<file path="src/hdl/pfa_pkg.sv">
`timescale 1ns / 1ps
`default_nettype none
// ----------------------------------------------------------------------------
// pfa_pkg
// Shared widths, codes, reset values and controller/datapath bundles for the
// paging frame allocator.
// ----------------------------------------------------------------------------
package pfa_pkg;

  // Field widths fixed by the interface
  localparam int CAP_W    = 23;
  localparam int FSZ_W    = 17;
  localparam int FCNT_W   = 7;
  localparam int REQ_W    = 23;
  localparam int TID_W    = 16;
  localparam int STAT_W   = 2;
  localparam int ADDR_W   = 22;
  localparam int BYTES_W  = 23;
  localparam int CFG_IDX_W = 2;

  // Defaults for the top-level parameters
  localparam int NUM_FRAMES_DEF = 64;
  localparam int ID_BITS_DEF    = 16;

  // Saturation limit of the used-byte total
  localparam logic [BYTES_W-1:0] USED_MAX = {BYTES_W{1'b1}};

  // Configuration reset values
  localparam logic [CAP_W-1:0]  CAP_RST  = 23'd16384;
  localparam logic [FSZ_W-1:0]  FSZ_RST  = 17'd256;
  localparam logic [FCNT_W-1:0] FCNT_RST = 7'd64;

  // Configuration register indexes
  localparam logic [CFG_IDX_W-1:0] CFG_CAPACITY    = 2'd0;
  localparam logic [CFG_IDX_W-1:0] CFG_PAGE_BYTES  = 2'd1;
  localparam logic [CFG_IDX_W-1:0] CFG_FRAME_COUNT = 2'd2;

  // Commands
  localparam logic CMD_ALLOC = 1'b0;
  localparam logic CMD_FREE  = 1'b1;

  // Result status codes
  localparam logic [STAT_W-1:0] STAT_OK        = 2'd0;
  localparam logic [STAT_W-1:0] STAT_BAD_SIZE  = 2'd1;
  localparam logic [STAT_W-1:0] STAT_NO_FRAMES = 2'd2;
  localparam logic [STAT_W-1:0] STAT_UNKNOWN   = 2'd3;

  // Controller to datapath commands
  typedef struct packed {
    logic load;    // capture the request beat
    logic check;   // size check, clear scan state
    logic scan;    // walk the owner table
    logic commit;  // update table, counters, result
    logic emit;    // hand the result to the output register
  } dp_cmd_t;

  // Datapath to controller status
  typedef struct packed {
    logic bad_size;
    logic scan_done;
  } dp_status_t;

endpackage

`default_nettype wire

</file>
<file path="src/hdl/pfa_ctrl.sv">
`timescale 1ns / 1ps
`default_nettype none
// ----------------------------------------------------------------------------
// pfa_ctrl
// Sequencer for one request at a time: check, table scan (skipped for a rejected size), commit, emit.
// ----------------------------------------------------------------------------
module pfa_ctrl (
  input  wire logic                 clk,
  input  wire logic                 rst,
  input  wire logic                 in_valid,
  output logic                      in_ready,
  input  wire logic                 out_free,
  input  wire pfa_pkg::dp_status_t  st,
  output pfa_pkg::dp_cmd_t          cmd
);

  localparam logic [2:0] ST_IDLE   = 3'd0;
  localparam logic [2:0] ST_CHECK  = 3'd1;
  localparam logic [2:0] ST_SCAN   = 3'd2;
  localparam logic [2:0] ST_COMMIT = 3'd3;
  localparam logic [2:0] ST_EMIT   = 3'd4;

  logic [2:0] state;
  logic [2:0] state_next;

  assign in_ready = (state == ST_IDLE);

  always_comb begin
    state_next = state;
    cmd        = '0;
    case (state)
      ST_IDLE: begin
        if (in_valid) begin
          cmd.load   = 1'b1;
          state_next = ST_CHECK;
        end
      end
      ST_CHECK: begin
        cmd.check  = 1'b1;
        state_next = st.bad_size ? ST_COMMIT : ST_SCAN;
      end
      ST_SCAN: begin
        cmd.scan = 1'b1;
        if (st.scan_done) begin
          state_next = ST_COMMIT;
        end
      end
      ST_COMMIT: begin
        cmd.commit = 1'b1;
        state_next = ST_EMIT;
      end
      ST_EMIT: begin
        // hold until the output register can take the beat
        if (out_free) begin
          cmd.emit   = 1'b1;
          state_next = ST_IDLE;
        end
      end
      default: begin
        state_next = ST_IDLE;
      end
    endcase
  end

  always_ff @(posedge clk) begin
    if (rst) begin
      state <= ST_IDLE;
    end else begin
      state <= state_next;
    end
  end

endmodule

`default_nettype wire

</file>
<file path="src/hdl/pfa_datapath.sv">
`timescale 1ns / 1ps
`default_nettype none
// ----------------------------------------------------------------------------
// pfa_datapath
// Owner table (valid flops plus id memory), scan pipeline, byte accumulators,
// id counter and used-byte total.
// ----------------------------------------------------------------------------
module pfa_datapath #(
  parameter int NUM_FRAMES = pfa_pkg::NUM_FRAMES_DEF,
  parameter int ID_BITS    = pfa_pkg::ID_BITS_DEF
) (
  input  wire logic                           clk,
  input  wire logic                           rst,
  input  wire pfa_pkg::dp_cmd_t               cmd,
  output pfa_pkg::dp_status_t                 st,
  input  wire logic                           in_command,
  input  wire logic [pfa_pkg::REQ_W-1:0]      in_request_bytes,
  input  wire logic [pfa_pkg::TID_W-1:0]      in_target_id,
  input  wire logic [pfa_pkg::CAP_W-1:0]      capacity_bytes,
  input  wire logic [pfa_pkg::FSZ_W-1:0]      page_bytes,
  input  wire logic [pfa_pkg::FCNT_W-1:0]     frame_count,
  output logic [pfa_pkg::STAT_W-1:0]          res_status,
  output logic [pfa_pkg::TID_W-1:0]           res_id,
  output logic [pfa_pkg::ADDR_W-1:0]          res_start,
  output logic [pfa_pkg::BYTES_W-1:0]         res_used,
  output logic [pfa_pkg::BYTES_W-1:0]         res_free
);

  localparam int AW  = (NUM_FRAMES > 1) ? $clog2(NUM_FRAMES) : 1;
  localparam int CW  = $clog2(NUM_FRAMES + 1);
  localparam int IDC = (ID_BITS > pfa_pkg::TID_W) ? ID_BITS : pfa_pkg::TID_W;
  localparam int FW  = pfa_pkg::CAP_W;        // effective frame size width
  localparam int AccW = FW + 1;               // byte accumulator width

  // request registers
  logic                          op;
  logic [pfa_pkg::REQ_W-1:0]     req;
  logic [pfa_pkg::TID_W-1:0]     tid;

  // persistent state
  logic [NUM_FRAMES-1:0]         valid;
  logic [ID_BITS-1:0]            mem [NUM_FRAMES];
  logic [ID_BITS-1:0]            id_counter;
  logic [pfa_pkg::BYTES_W-1:0]   used_total;

  // scan state
  logic [CW-1:0]                 idx;
  logic                          s1_vld;
  logic [AW-1:0]                 s1_idx;
  logic [ID_BITS-1:0]            rd_id;
  logic [NUM_FRAMES-1:0]         pending;
  logic [AccW-1:0]               acc;
  logic [pfa_pkg::ADDR_W-1:0]    addr;
  logic [pfa_pkg::ADDR_W-1:0]    first_addr;
  logic                          found;

  // combinational helpers
  logic [FW-1:0]                 fs;
  logic [CW-1:0]                 limit;
  logic [CW-1:0]                 scan_end;
  logic                          issue;
  logic [AccW:0]                 acc_sum;
  logic [AccW-1:0]               acc_add;
  logic                          hit;
  logic [AccW+1:0]               used_sum;
  logic [pfa_pkg::BYTES_W-1:0]   used_alloc;
  logic [pfa_pkg::BYTES_W-1:0]   used_freed;

  // a zero frame size acts as one frame of the whole capacity
  assign fs = (page_bytes == '0) ? capacity_bytes : FW'(page_bytes);

  always_comb begin
    if (32'(frame_count) > 32'(NUM_FRAMES)) begin
      limit = CW'(NUM_FRAMES);
    end else begin
      limit = CW'(frame_count);
    end
  end

  // allocate walks the usable frames, free walks the whole table
  assign scan_end = (op == pfa_pkg::CMD_FREE) ? CW'(NUM_FRAMES) : limit;
  assign issue    = cmd.scan && (idx != scan_end);

  assign st.bad_size  = (op == pfa_pkg::CMD_ALLOC) &&
                        ((req == '0) || (32'(req) > 32'(capacity_bytes)));
  assign st.scan_done = (idx == scan_end) && !s1_vld;

  // saturating byte accumulator
  assign acc_sum = {1'b0, acc} + (AccW + 1)'(fs);
  assign acc_add = acc_sum[AccW] ? {AccW{1'b1}} : acc_sum[AccW-1:0];

  always_comb begin
    if (op == pfa_pkg::CMD_FREE) begin
      hit = valid[s1_idx] && (IDC'(rd_id) == IDC'(tid));
    end else begin
      hit = !valid[s1_idx] && (acc < AccW'(req));
    end
  end

  assign used_sum   = (AccW + 2)'(used_total) + (AccW + 2)'(acc);
  assign used_alloc = (used_sum > (AccW + 2)'(pfa_pkg::USED_MAX)) ? pfa_pkg::USED_MAX
                                                                 : used_sum[pfa_pkg::BYTES_W-1:0];
  assign used_freed = (acc >= AccW'(used_total)) ? '0
                                                 : used_total - acc[pfa_pkg::BYTES_W-1:0];

  assign res_used = used_total;
  assign res_free = (32'(used_total) >= 32'(capacity_bytes)) ? '0
                                                             : capacity_bytes - used_total;

  // id memory: read one entry ahead of stage 1, write claimed entries in stage 1
  always_ff @(posedge clk) begin
    if (issue) begin
      rd_id <= mem[idx[AW-1:0]];
    end
    if (s1_vld && hit && (op == pfa_pkg::CMD_ALLOC)) begin
      mem[s1_idx] <= id_counter;
    end
  end

  // request capture
  always_ff @(posedge clk) begin
    if (cmd.load) begin
      op  <= in_command;
      req <= in_request_bytes;
      tid <= in_target_id;
    end
  end

  // scan pipeline and accumulators
  always_ff @(posedge clk) begin
    if (rst) begin
      idx    <= '0;
      s1_vld <= 1'b0;
    end else if (cmd.check) begin
      idx    <= '0;
      s1_vld <= 1'b0;
    end else if (cmd.scan) begin
      s1_vld <= issue;
      if (issue) begin
        idx <= idx + 1'b1;
      end
    end
  end

  always_ff @(posedge clk) begin
    if (issue) begin
      s1_idx <= idx[AW-1:0];
    end
    if (cmd.check) begin
      pending    <= '0;
      acc        <= '0;
      addr       <= '0;
      first_addr <= '0;
      found      <= 1'b0;
    end else if (s1_vld) begin
      addr <= addr + fs[pfa_pkg::ADDR_W-1:0];
      if (hit) begin
        acc <= acc_add;
        if (!found) begin
          first_addr <= addr;
          found      <= 1'b1;
        end
        if (op == pfa_pkg::CMD_ALLOC) begin
          pending[s1_idx] <= 1'b1;
        end
      end
    end
  end

  // owner valid bits, id counter, used total, result
  always_ff @(posedge clk) begin
    if (rst) begin
      valid      <= '0;
      id_counter <= '0;
      used_total <= '0;
    end else if (s1_vld && hit && (op == pfa_pkg::CMD_FREE)) begin
      valid[s1_idx] <= 1'b0;
    end else if (cmd.commit && !st.bad_size) begin
      if (op == pfa_pkg::CMD_ALLOC) begin
        if (acc >= AccW'(req)) begin
          valid      <= valid | pending;
          id_counter <= id_counter + 1'b1;
          used_total <= used_alloc;
        end
      end else if (found) begin
        used_total <= used_freed;
      end
    end
  end

  always_ff @(posedge clk) begin
    if (cmd.commit) begin
      res_status <= pfa_pkg::STAT_OK;
      res_id     <= tid;
      res_start  <= '0;
      if (st.bad_size) begin
        res_status <= pfa_pkg::STAT_BAD_SIZE;
      end else if (op == pfa_pkg::CMD_ALLOC) begin
        if (acc >= AccW'(req)) begin
          res_id    <= pfa_pkg::TID_W'(id_counter);
          res_start <= first_addr;
        end else begin
          res_status <= pfa_pkg::STAT_NO_FRAMES;
        end
      end else if (found) begin
        res_start <= first_addr;
      end else begin
        res_status <= pfa_pkg::STAT_UNKNOWN;
      end
    end
  end

endmodule

`default_nettype wire

</file>
<file path="src/hdl/paging_frame_allocator_core.sv">
`timescale 1ns / 1ps
`default_nettype none
// The owner table walk reads one entry a cycle through the id memory and covers
//   min(frame_count, NUM_FRAMES) entries for an allocate and NUM_FRAMES for a free; a
//   rejected size skips the walk.
// Throughput: one request at a time; the next beat is taken the cycle after the result
//   enters the output register.
// Reset: all frames free, id counter and used total zero, config 16384 / 256 / 64.
// ----------------------------------------------------------------------------
// paging_frame_allocator_core
// First-fit frame allocator with per-frame owner table, stream in/out ports
// and a plain configuration write port.
// ----------------------------------------------------------------------------
module paging_frame_allocator_core #(
  parameter int NUM_FRAMES = pfa_pkg::NUM_FRAMES_DEF,
  parameter int ID_BITS    = pfa_pkg::ID_BITS_DEF
) (
  input  wire logic                              clk,
  input  wire logic                              rst,
  // request stream
  input  wire logic                              s_tvalid,
  output logic                                   s_tready,
  input  wire logic [39:0]                       s_tdata,  // request_bytes, target_id
  input  wire logic [0:0]                        s_tuser,  // command
  // result stream
  output logic                                   m_tvalid,
  input  wire logic                              m_tready,
  output logic [87:0]                            m_tdata,  // given_id, start_address,
                                                           // used_bytes, free_bytes
  output logic [1:0]                             m_tuser,  // status
  // configuration
  input  wire logic                              cfg_we,
  input  wire logic [pfa_pkg::CFG_IDX_W-1:0]     cfg_index,
  input  wire logic [pfa_pkg::CAP_W-1:0]         cfg_data
);

  pfa_pkg::dp_cmd_t    cmd;
  pfa_pkg::dp_status_t st;

  // configuration registers
  logic [pfa_pkg::CAP_W-1:0]   capacity_bytes;
  logic [pfa_pkg::FSZ_W-1:0]   page_bytes;
  logic [pfa_pkg::FCNT_W-1:0]  frame_count;

  // datapath result
  logic [pfa_pkg::STAT_W-1:0]  res_status;
  logic [pfa_pkg::TID_W-1:0]   res_id;
  logic [pfa_pkg::ADDR_W-1:0]  res_start;
  logic [pfa_pkg::BYTES_W-1:0] res_used;
  logic [pfa_pkg::BYTES_W-1:0] res_free;

  // output register
  logic [pfa_pkg::STAT_W-1:0]  out_status;
  logic [pfa_pkg::TID_W-1:0]   out_id;
  logic [pfa_pkg::ADDR_W-1:0]  out_start;
  logic [pfa_pkg::BYTES_W-1:0] out_used;
  logic [pfa_pkg::BYTES_W-1:0] out_free_bytes;
  logic                        out_free;

  // Take register writes at once; an index past the list is dropped.
  always_ff @(posedge clk) begin
    if (rst) begin
      capacity_bytes <= pfa_pkg::CAP_RST;
      page_bytes     <= pfa_pkg::FSZ_RST;
      frame_count    <= pfa_pkg::FCNT_RST;
    end else if (cfg_we) begin
      case (cfg_index)
        pfa_pkg::CFG_CAPACITY:    capacity_bytes <= cfg_data;
        pfa_pkg::CFG_PAGE_BYTES:  page_bytes     <= cfg_data[pfa_pkg::FSZ_W-1:0];
        pfa_pkg::CFG_FRAME_COUNT: frame_count    <= cfg_data[pfa_pkg::FCNT_W-1:0];
        default: begin
        end
      endcase
    end
  end

  pfa_ctrl u_ctrl (
    .clk      (clk),
    .rst      (rst),
    .in_valid (s_tvalid),
    .in_ready (s_tready),
    .out_free (out_free),
    .st       (st),
    .cmd      (cmd)
  );

  pfa_datapath #(
    .NUM_FRAMES (NUM_FRAMES),
    .ID_BITS    (ID_BITS)
  ) u_datapath (
    .clk              (clk),
    .rst              (rst),
    .cmd              (cmd),
    .st               (st),
    .in_command       (s_tuser[0]),
    .in_request_bytes (s_tdata[22:0]),
    .in_target_id     (s_tdata[38:23]),
    .capacity_bytes   (capacity_bytes),
    .page_bytes       (page_bytes),
    .frame_count      (frame_count),
    .res_status       (res_status),
    .res_id           (res_id),
    .res_start        (res_start),
    .res_used         (res_used),
    .res_free         (res_free)
  );

  // The output register parts the result side from the sequencer: a beat may
  // wait here while the next request is already being accepted.
  assign out_free = !m_tvalid || m_tready;

  always_ff @(posedge clk) begin
    if (rst) begin
      m_tvalid <= 1'b0;
    end else if (cmd.emit) begin
      m_tvalid <= 1'b1;
    end else if (m_tready) begin
      m_tvalid <= 1'b0;
    end
  end

  // Load the payload only on emit; hold it while stalled.
  always_ff @(posedge clk) begin
    if (cmd.emit) begin
      out_status     <= res_status;
      out_id         <= res_id;
      out_start      <= res_start;
      out_used       <= res_used;
      out_free_bytes <= res_free;
    end
  end

  assign m_tdata = {4'd0, out_free_bytes, out_used, out_start, out_id};
  assign m_tuser = out_status;

endmodule

`default_nettype wire
</file>
<file path="config.mk">
export PLATFORM = sky130hd
export DESIGN_NAME = paging_frame_allocator_core
export DESIGN_NICKNAME = d
export VERILOG_FILES = /design/src/hdl/pfa_pkg.sv /design/src/hdl/pfa_ctrl.sv /design/src/hdl/pfa_datapath.sv /design/src/hdl/paging_frame_allocator_core.sv
export SDC_FILE = /design/constraint.sdc
export NUM_CORES = 2
export LEC_CHECK = 0
export BUFFER_PORTS_ARGS = -buffer_cell sky130_fd_sc_hd__clkbuf_2
export CAP_MARGIN = 5
export CORE_MARGIN = 4
export CORE_UTILIZATION = 35
export DETAILED_ROUTE_END_ITERATION = 6
export PLACE_DENSITY = 0.59
export SYNTH_ARGS = -nofsm -noshare
export SYNTH_HDL_FRONTEND = slang
export SYNTH_SLANG_ARGS = --single-unit
</file>
<file path="constraint.sdc">
create_clock -name clk -period 4.7 [get_ports clk]
set_clock_uncertainty 0.05 [all_clocks]
set_input_delay 0.705 -clock clk [delete_from_list [all_inputs] [get_ports clk]]
set_output_delay 0.705 -clock clk [all_outputs]
set_load 0.02 [all_outputs]
</file>
# Yosys cells after proc, flatten, opt, wreduce, memory -nomap -nowiden
# Memories as Yosys holds them, arrays and structs flattened. A register that Yosys moved wholly into a read port is not among the register bits.
# Cells that the tools add are included.
[word_totals] regBits=467 ramBits=1024 in_bits=71 out_inout_bits=92 wordCells=144 memories=1
[memory_table] memory="u_datapath.mem" depth=64 width=16 read_ports=1 rd_clocked_by_memory_dff=1 wr=1 line_no="pfa_datapath.sv:42" rtl="logic [ID_BITS-1:0] mem [NUM_FRAMES];"
[classes] addsub=7 n_lt_le_gt_ge=9 eq_ne=14 muxes=43 bitwise=7 reduce_logical=36
[op_table] cell="$mux W64" n=4
[op_table] cell="$mux W23" n=6
[op_table] cell="$or A64 B64 Y64" n=2
[op_table] cell="$mux W22" n=3
[op_table] cell="$and A64 B64 Y64" n=1
[op_table] cell="$not A64 Y64" n=1
[op_table] cell="$ge A24 B23 Y1" n=2
[op_table] cell="$mux W16" n=3
[op_table] cell="$sub A23 B23 Y23" n=2
[op_table] cell="$gt A26 B23 Y1 const B" n=1
[op_table] cell="$add A23 B24 Y25" n=1
[op_table] cell="$add A24 B23 Y25" n=1
[op_table] cell="$lt A24 B23 Y1" n=1
[op_table] cell="$mux W24" n=1
[op_table] cell="$ge A23 B23 Y1" n=1
[op_table] cell="$gt A23 B23 Y1" n=1
[op_table] cell="$logic_not A23 Y1" n=1
[op_table] cell="$add A22 B22 Y22" n=1
[op_table] cell="$logic_not A17 Y1" n=1
[op_table] cell="$add A16 B1 Y16 const B" n=1
[op_table] cell="$eq A16 B16 Y1" n=1
[op_table] cell="$mux W1" n=15
[op_table] cell="$pmux W3 S5" n=1
[op_table] cell="$mux W7" n=2
[op_table] cell="27 further kinds" n=62

# Logic depth before layout (Yosys ltp)
[logic_depth] word_depth=9 mapped_depth=18

# Cells and area by module
# Synthesis repeated with hierarchy kept, for this count alone.
[hier_totals] cells_unflattened=4064 area_unflattened_um2=64348.0
[by_module_without_submodules] module="pfa_datapath" instances=1 cells_each=3763 area_each_um2=59560.9 seq_area_each_um2=38697.1
[by_module_without_submodules] module="paging_frame_allocator_core" instances=1 cells_each=281 area_each_um2=4618.2 seq_area_each_um2=3543.4
[by_module_without_submodules] module="pfa_ctrl" instances=1 cells_each=20 area_each_um2=168.9 seq_area_each_um2=60.1

# Worst setup path before layout
# OpenSTA, ideal clock, no wires.
[synth_timing] path_type="input to register" startpoint="in m_tready" endpoint="reg out_status (netlist bit m_tuser[0]), enable pin" setup_ns=0.531 arrival_time_ns=4.357 required_time_ns=4.119 slack_ns=-0.238 cell_stages=2 n_path_buf=0 cell_sequence="nor2b_1 nor2_1"
[synth_rtl] item="start, declared" line_no="paging_frame_allocator_core.sv:27" rtl="input wire logic m_tready,"
[synth_rtl] item="end signal, assigned" line_no="paging_frame_allocator_core.sv:125" rtl="out_status <= res_status;"
[synth_rtl] item="end, declared" line_no="paging_frame_allocator_core.sv:53" rtl="logic [pfa_pkg::STAT_W-1:0] out_status;"

# Worst setup path after layout
[layout_timing] startpoint="reg page_bytes[0] (netlist name)" endpoint="reg u_datapath.acc[9]"
[layout_via] elab_chain_cells=4
[layout_rtl] item="start, declared" line_no="paging_frame_allocator_core.sv:42" rtl="logic [pfa_pkg::FSZ_W-1:0] page_bytes;"
[layout_rtl] item="start signal, assigned" line_no="paging_frame_allocator_core.sv:64" rtl="page_bytes <= pfa_pkg::FSZ_RST;"
[layout_rtl] item="start signal, assigned" line_no="paging_frame_allocator_core.sv:69" rtl="pfa_pkg::CFG_PAGE_BYTES: page_bytes <= cfg_data[pfa_pkg::FSZ_W-1:0];"
[layout_rtl] item="$logic_not A17 Y1" line_no="pfa_datapath.sv:70" rtl="assign fs = (page_bytes == '0) ? capacity_bytes : FW'(page_bytes);"
[layout_rtl] item="$mux W23 (*)" line_no="pfa_datapath.sv:70"
[layout_rtl] item="$add A24 B23 Y25 (*)" line_no="pfa_datapath.sv:89" rtl="assign acc_sum = {1'b0, acc} + (AccW + 1)'(fs);"
[layout_rtl] item="$mux W24 (*)" line_no="pfa_datapath.sv:90" rtl="assign acc_add = acc_sum[AccW] ? {AccW{1'b1}} : acc_sum[AccW-1:0];"
[layout_rtl] item="end signal, assigned" line_no="pfa_datapath.sv:151" rtl="acc <= '0;"
[layout_rtl] item="end signal, assigned" line_no="pfa_datapath.sv:158" rtl="acc <= acc_add;"
[layout_rtl] item="end, declared" line_no="pfa_datapath.sv:52" rtl="logic [AccW-1:0] acc;"
# Every way passes the cells marked *; elsewhere a longest branch is shown, timed or not.
# A chain may end at the register's enable or synchronous reset.

==> metrics list <==
* Leading cell types by total area after synthesis: edfxtp_1, mux4_2, dfxtp_1
- In this run, CTS created clock tree buffers numbering 153.
- The run finished with clean final reports.
- Setup bufs post-CTS: 0
- For this run, design rule violations remaining after detail routing come to 0.
- Leading cell types by count after synthesis: edfxtp_1, nand2_1, mux4_2
* Num ports: 163
- Area fraction in and, or, nand and nor cells after synthesis: 6.47%
- The net count of the finished layout is ~4700.
- Die span in x: around 440 um
- Cell family contributing the most delay on the critical path: compound AO/OA/AOI/OAI gates
- Headroom to the max-slew limit came out at between 20 and 25%.
- Summing all flip-flop and latch instances after layout gives about 42000 um2.
- CP endpoint kind: flip-flop
- Synth unique cells: 89
* VDD IR-drop max: between 0.3 and 0.4 mV
- Once placement completed, the tool counted placed cells totaling between 6000 and 7000.
* Avg Synthesized Cell Area: between 15 and 20 um2
- Entering global routing, the biggest net connects roughly 100 pins.
- Total of max-cap violations: 0
- Area used by multi-input combinational logic: between 20000 and 25000 um2
* Detail-routed net length per standard cell: approximately 24 um
* Yosys warning total: 0
- Minimum setup slack in the final design: 0.427 ns
- Global routing used 17.5% of the available tracks.
* Sequential-to-total area share from yosys stat: approximately two thirds
* Area share of the largest cell type after synthesis: 56.9%
* Routability-driven placement congestion ratio: between 0.8 and 0.9
* Die area: roughly 190000 um2
* RR Startpoint: page_bytes[0]$_SDFFE_PP0P_
- STA classifies the critical path startpoint as a flip-flop.
- The mapped netlist covers about 64000 um2.
- Endpoint arrival time on the critical path: ~4.9 ns
- Final hold viol count: 0
- Traced cell by cell, the critical path runs through nor4_1 -> buf_4 -> nand4_1 -> nor2_1 -> buf_4 -> a21o_1 -> ha_1 -> o21ai_0 -> a21oi_2 -> o31a_1 -> a221o_1 -> a311oi_2 -> o211ai_1 -> a31o_2 -> and2_1 -> buf_12 -> a211oi_1 -> a211oi_1.
- The worst path in the final design needs a cycle of between 4 and 5 ns, including I/O delays and setup.
* DR vias/cell: around 5.4
- Core outline area: between 150000 and 200000 um2
* Die boundary height: approximately 440 um
* Post-Synth XOR/XNOR Area: 1.29%
- The number of pins with negative max-slew slack in the final report came to 0.
- Total negative slack for setup checks: 0 ns
* Number of flops mapped to enable cells by yosys: ~1200
- Along the worst path, the maximum fanout reaches 22.
- Leakage power: about 25 nW
* Layout cell share with drive strength beyond 1: about 22%
- Class of the worst hold path: primary input to flip-flop
* Highest achievable clock rate: approximately 230 MHz
* Internal reg-to-reg setup slack: roughly 0.43 ns
- Setup violations remaining at the end of the flow were counted as 0.
- Clock tree from TritonCTS: built
* Post-Synthesis Cells: around 4200
* Post-DRT Antenna Nets: 0
* Async set-reset flop share out of synthesis: 0%
- During placement, the flow inserted port buffers numbering 157.
- Share of the synthesized area in compound gates (AO/OA/AOI/OAI): about 7.5%
* Adder-Cell Fraction of Synth Area: 3.73%
- In this run the critical register-to-register path is captured at u_datapath.acc[9]$_SDFFE_PP0N_.
- Clk_lat worst skew: around 0.80 ns
- Share of cell area taken by muxes after synthesis: roughly 13%
- Dividing total power by cell area gives a power density of approximately 460 nW/um2.
* DP Wirelength: roughly 110 mm
- Synthesis inferred approximately 1500 register bits.
- Initial core utilization: 35.3%
- On the worst path, the slowest cell contributes a delay of between 0.3 and 0.4 ns.
- Crit path max-delay cell type: a221o_1
- Critical path launch point: page_bytes[0]$_SDFFE_PP0P_
* Design Power: 33.9 mW
- Most frequently used flop master after synthesis: edfxtp_1
- Compared with the post-synthesis result, the final layout area differs by 14.9%.
- Slew @ Worst Pin: roughly 1.1 ns
- Global-route wire length before repair: about 250 mm
- Clock tree synthesis found a total of ~1500 sinks.
- Clock tree synthesis selected as its root buffer the cell clkbuf_16.
- The biggest area contributor in the post-synthesis netlist is edfxtp_1.
* Largest family of logic cells by synthesized area: multiplexers
- Setup repair after global routing left no endpoint under its margin.
- Number of buffers between clock root and the deepest sink: 3
- Number of standard cells in the layout, taps in and fillers out: a little under 7000
- Site row count: around 160
* Detailed-routing iteration count for the pre-antenna-repair pass: 5
- Routed Wire Length: about 170 mm
* Tcrit/Tclk final: 90.9%
- Worst path bufs/invs: 3
- The critical path is of the flip-flop to flip-flop type.
* Number of global-route vias before repair: roughly 37000
- The critical path crosses 18 cells after its start point.
- Clock-pin slew was measured on the worst setup and hold paths at ~0.060 ns.
* H-tree level count: 4
* Filler cells: around 16000
* Routed via count: roughly 37000
- The detailed router finished its first iteration with between 3000 and 4000 violations.
- The number of antenna violations at the first check in global routing came to 13.
* Endpoint of the worst setup timing path: u_datapath.acc[9]$_SDFFE_PP0N_
- Leading cell type by number of instances after synthesis: edfxtp_1
* Pre-CTS setup slack: 0.410 ns
* Number of cells on the worst reg-to-reg path: 18
* Sum of overflow across all layers after global routing: 0
- Required time of the critical path: ~5.3 ns
where the power goes:
part | internal [mW] | leakage (nW) | switching [mW] | total, mW
clock | 6.56 | 2.35 | 5.23 | 11.8
sequential | 14.8 | 13.6 | 0.549 | 15.3
combinational | 2.87 | 9.26 | 3.88 | 6.75
state kept, by name, indices dropped and copies added (netlist names), 24 cells and up:
register,count
u_datapath.acc,24
u_datapath.mem,1024
u_datapath.pending,64
u_datapath.valid,64
what timing repair did:
action | in CTS | in global routing
hold endpoints to repair | 17 | 0
endpoints found under the setup margin | 0 | 4
resized for setup | 0 | 1
hold buffers | 17 | 0
layer usage:
metal  track usage, %  part of all wire (%)  routed length, um  vias up
li1                 -                     -                  -    16729
met1             24.6                    44              73500    19121
met2             28.4                    48              80700     1243
met3             2.97                   6.3              10700      219
met4             4.34                   2.2               3690        0
met5                0                     0                  0        -
through the flow:
step | area, um2 | hold WS, ns | util, %
global route | 73500 | 0.0130 | 40.6
finish | 73500 | 0.0561 | 40.6
global placement | 68500 | 0.354 | 37.8
floorplan | 64000 | 0.350 | -
CTS | 73500 | 0.00663 | 40.5
detailed placement | 68500 | 0.355 | 37.8
final cells by class:
cell class | instances | share of cell area [%]
timing repair buffer | 336 | 3.23
tap | 2370 | 4.03
sequential | 1507 | 57.6
antenna | 2 | 0.00681
clock buffer | 195 | 5.55
multi-input combinational | 2300 | 27.8
inverter | 147 | 0.750
clock inverter | 86 | 1.08
how the worst min path moves through the flow:
stage,slack [ns],to,cells past startpoint,from
global route,0.01,u_datapath.tid[9]$_DFFE_PP_,1,s_tdata[32]
floorplan,0.35,m_tuser[0]$_DFFE_PP_,0,u_datapath.res_status[0]$_SDFFCE_PP1P_
global placement,0.35,out_start[17]$_DFFE_PP_,0,u_datapath.res_start[17]$_SDFFCE_PP0P_
detailed placement,0.35,out_id[0]$_DFFE_PP_,0,u_datapath.res_id[0]$_DFFE_PP_
finish,0.06,u_datapath.tid[13]$_DFFE_PP_,1,s_tdata[36]
CTS,0.007,u_datapath.tid[13]$_DFFE_PP_,1,s_tdata[36]
cells in the final DEF, fill, tap and decap left out, types with 55 or more instances in the layout:
cell type,n
edfxtp_1,1212
a21o_1,63
mux4_2,338
inv_1,143
nor2_2,68
o21a_1,83
buf_4,146
o21ai_0,99
clkbuf_2,156
xnor2_1,55
clkbuf_16,156
a21oi_1,206
o211ai_1,71
nor2_1,186
ha_1,183
dfxtp_1,274
nand2_1,360
logic make-up (layout without fill, tap and decap cells):
| group | Yosys count | in the layout |
|---|---|---|
| flops | 1507 | 1507 |
| simple gates | 911 | 911 |
| compound gates | 722 | 722 |
| mux | 381 | 381 |
| buf+inv | 354 | 764 |
| fa+ha+maj | 188 | 188 |
| xor+xnor | 94 | 94 |
| other cells | 1 | 6 |
Power figures use the tool's default switching activity.
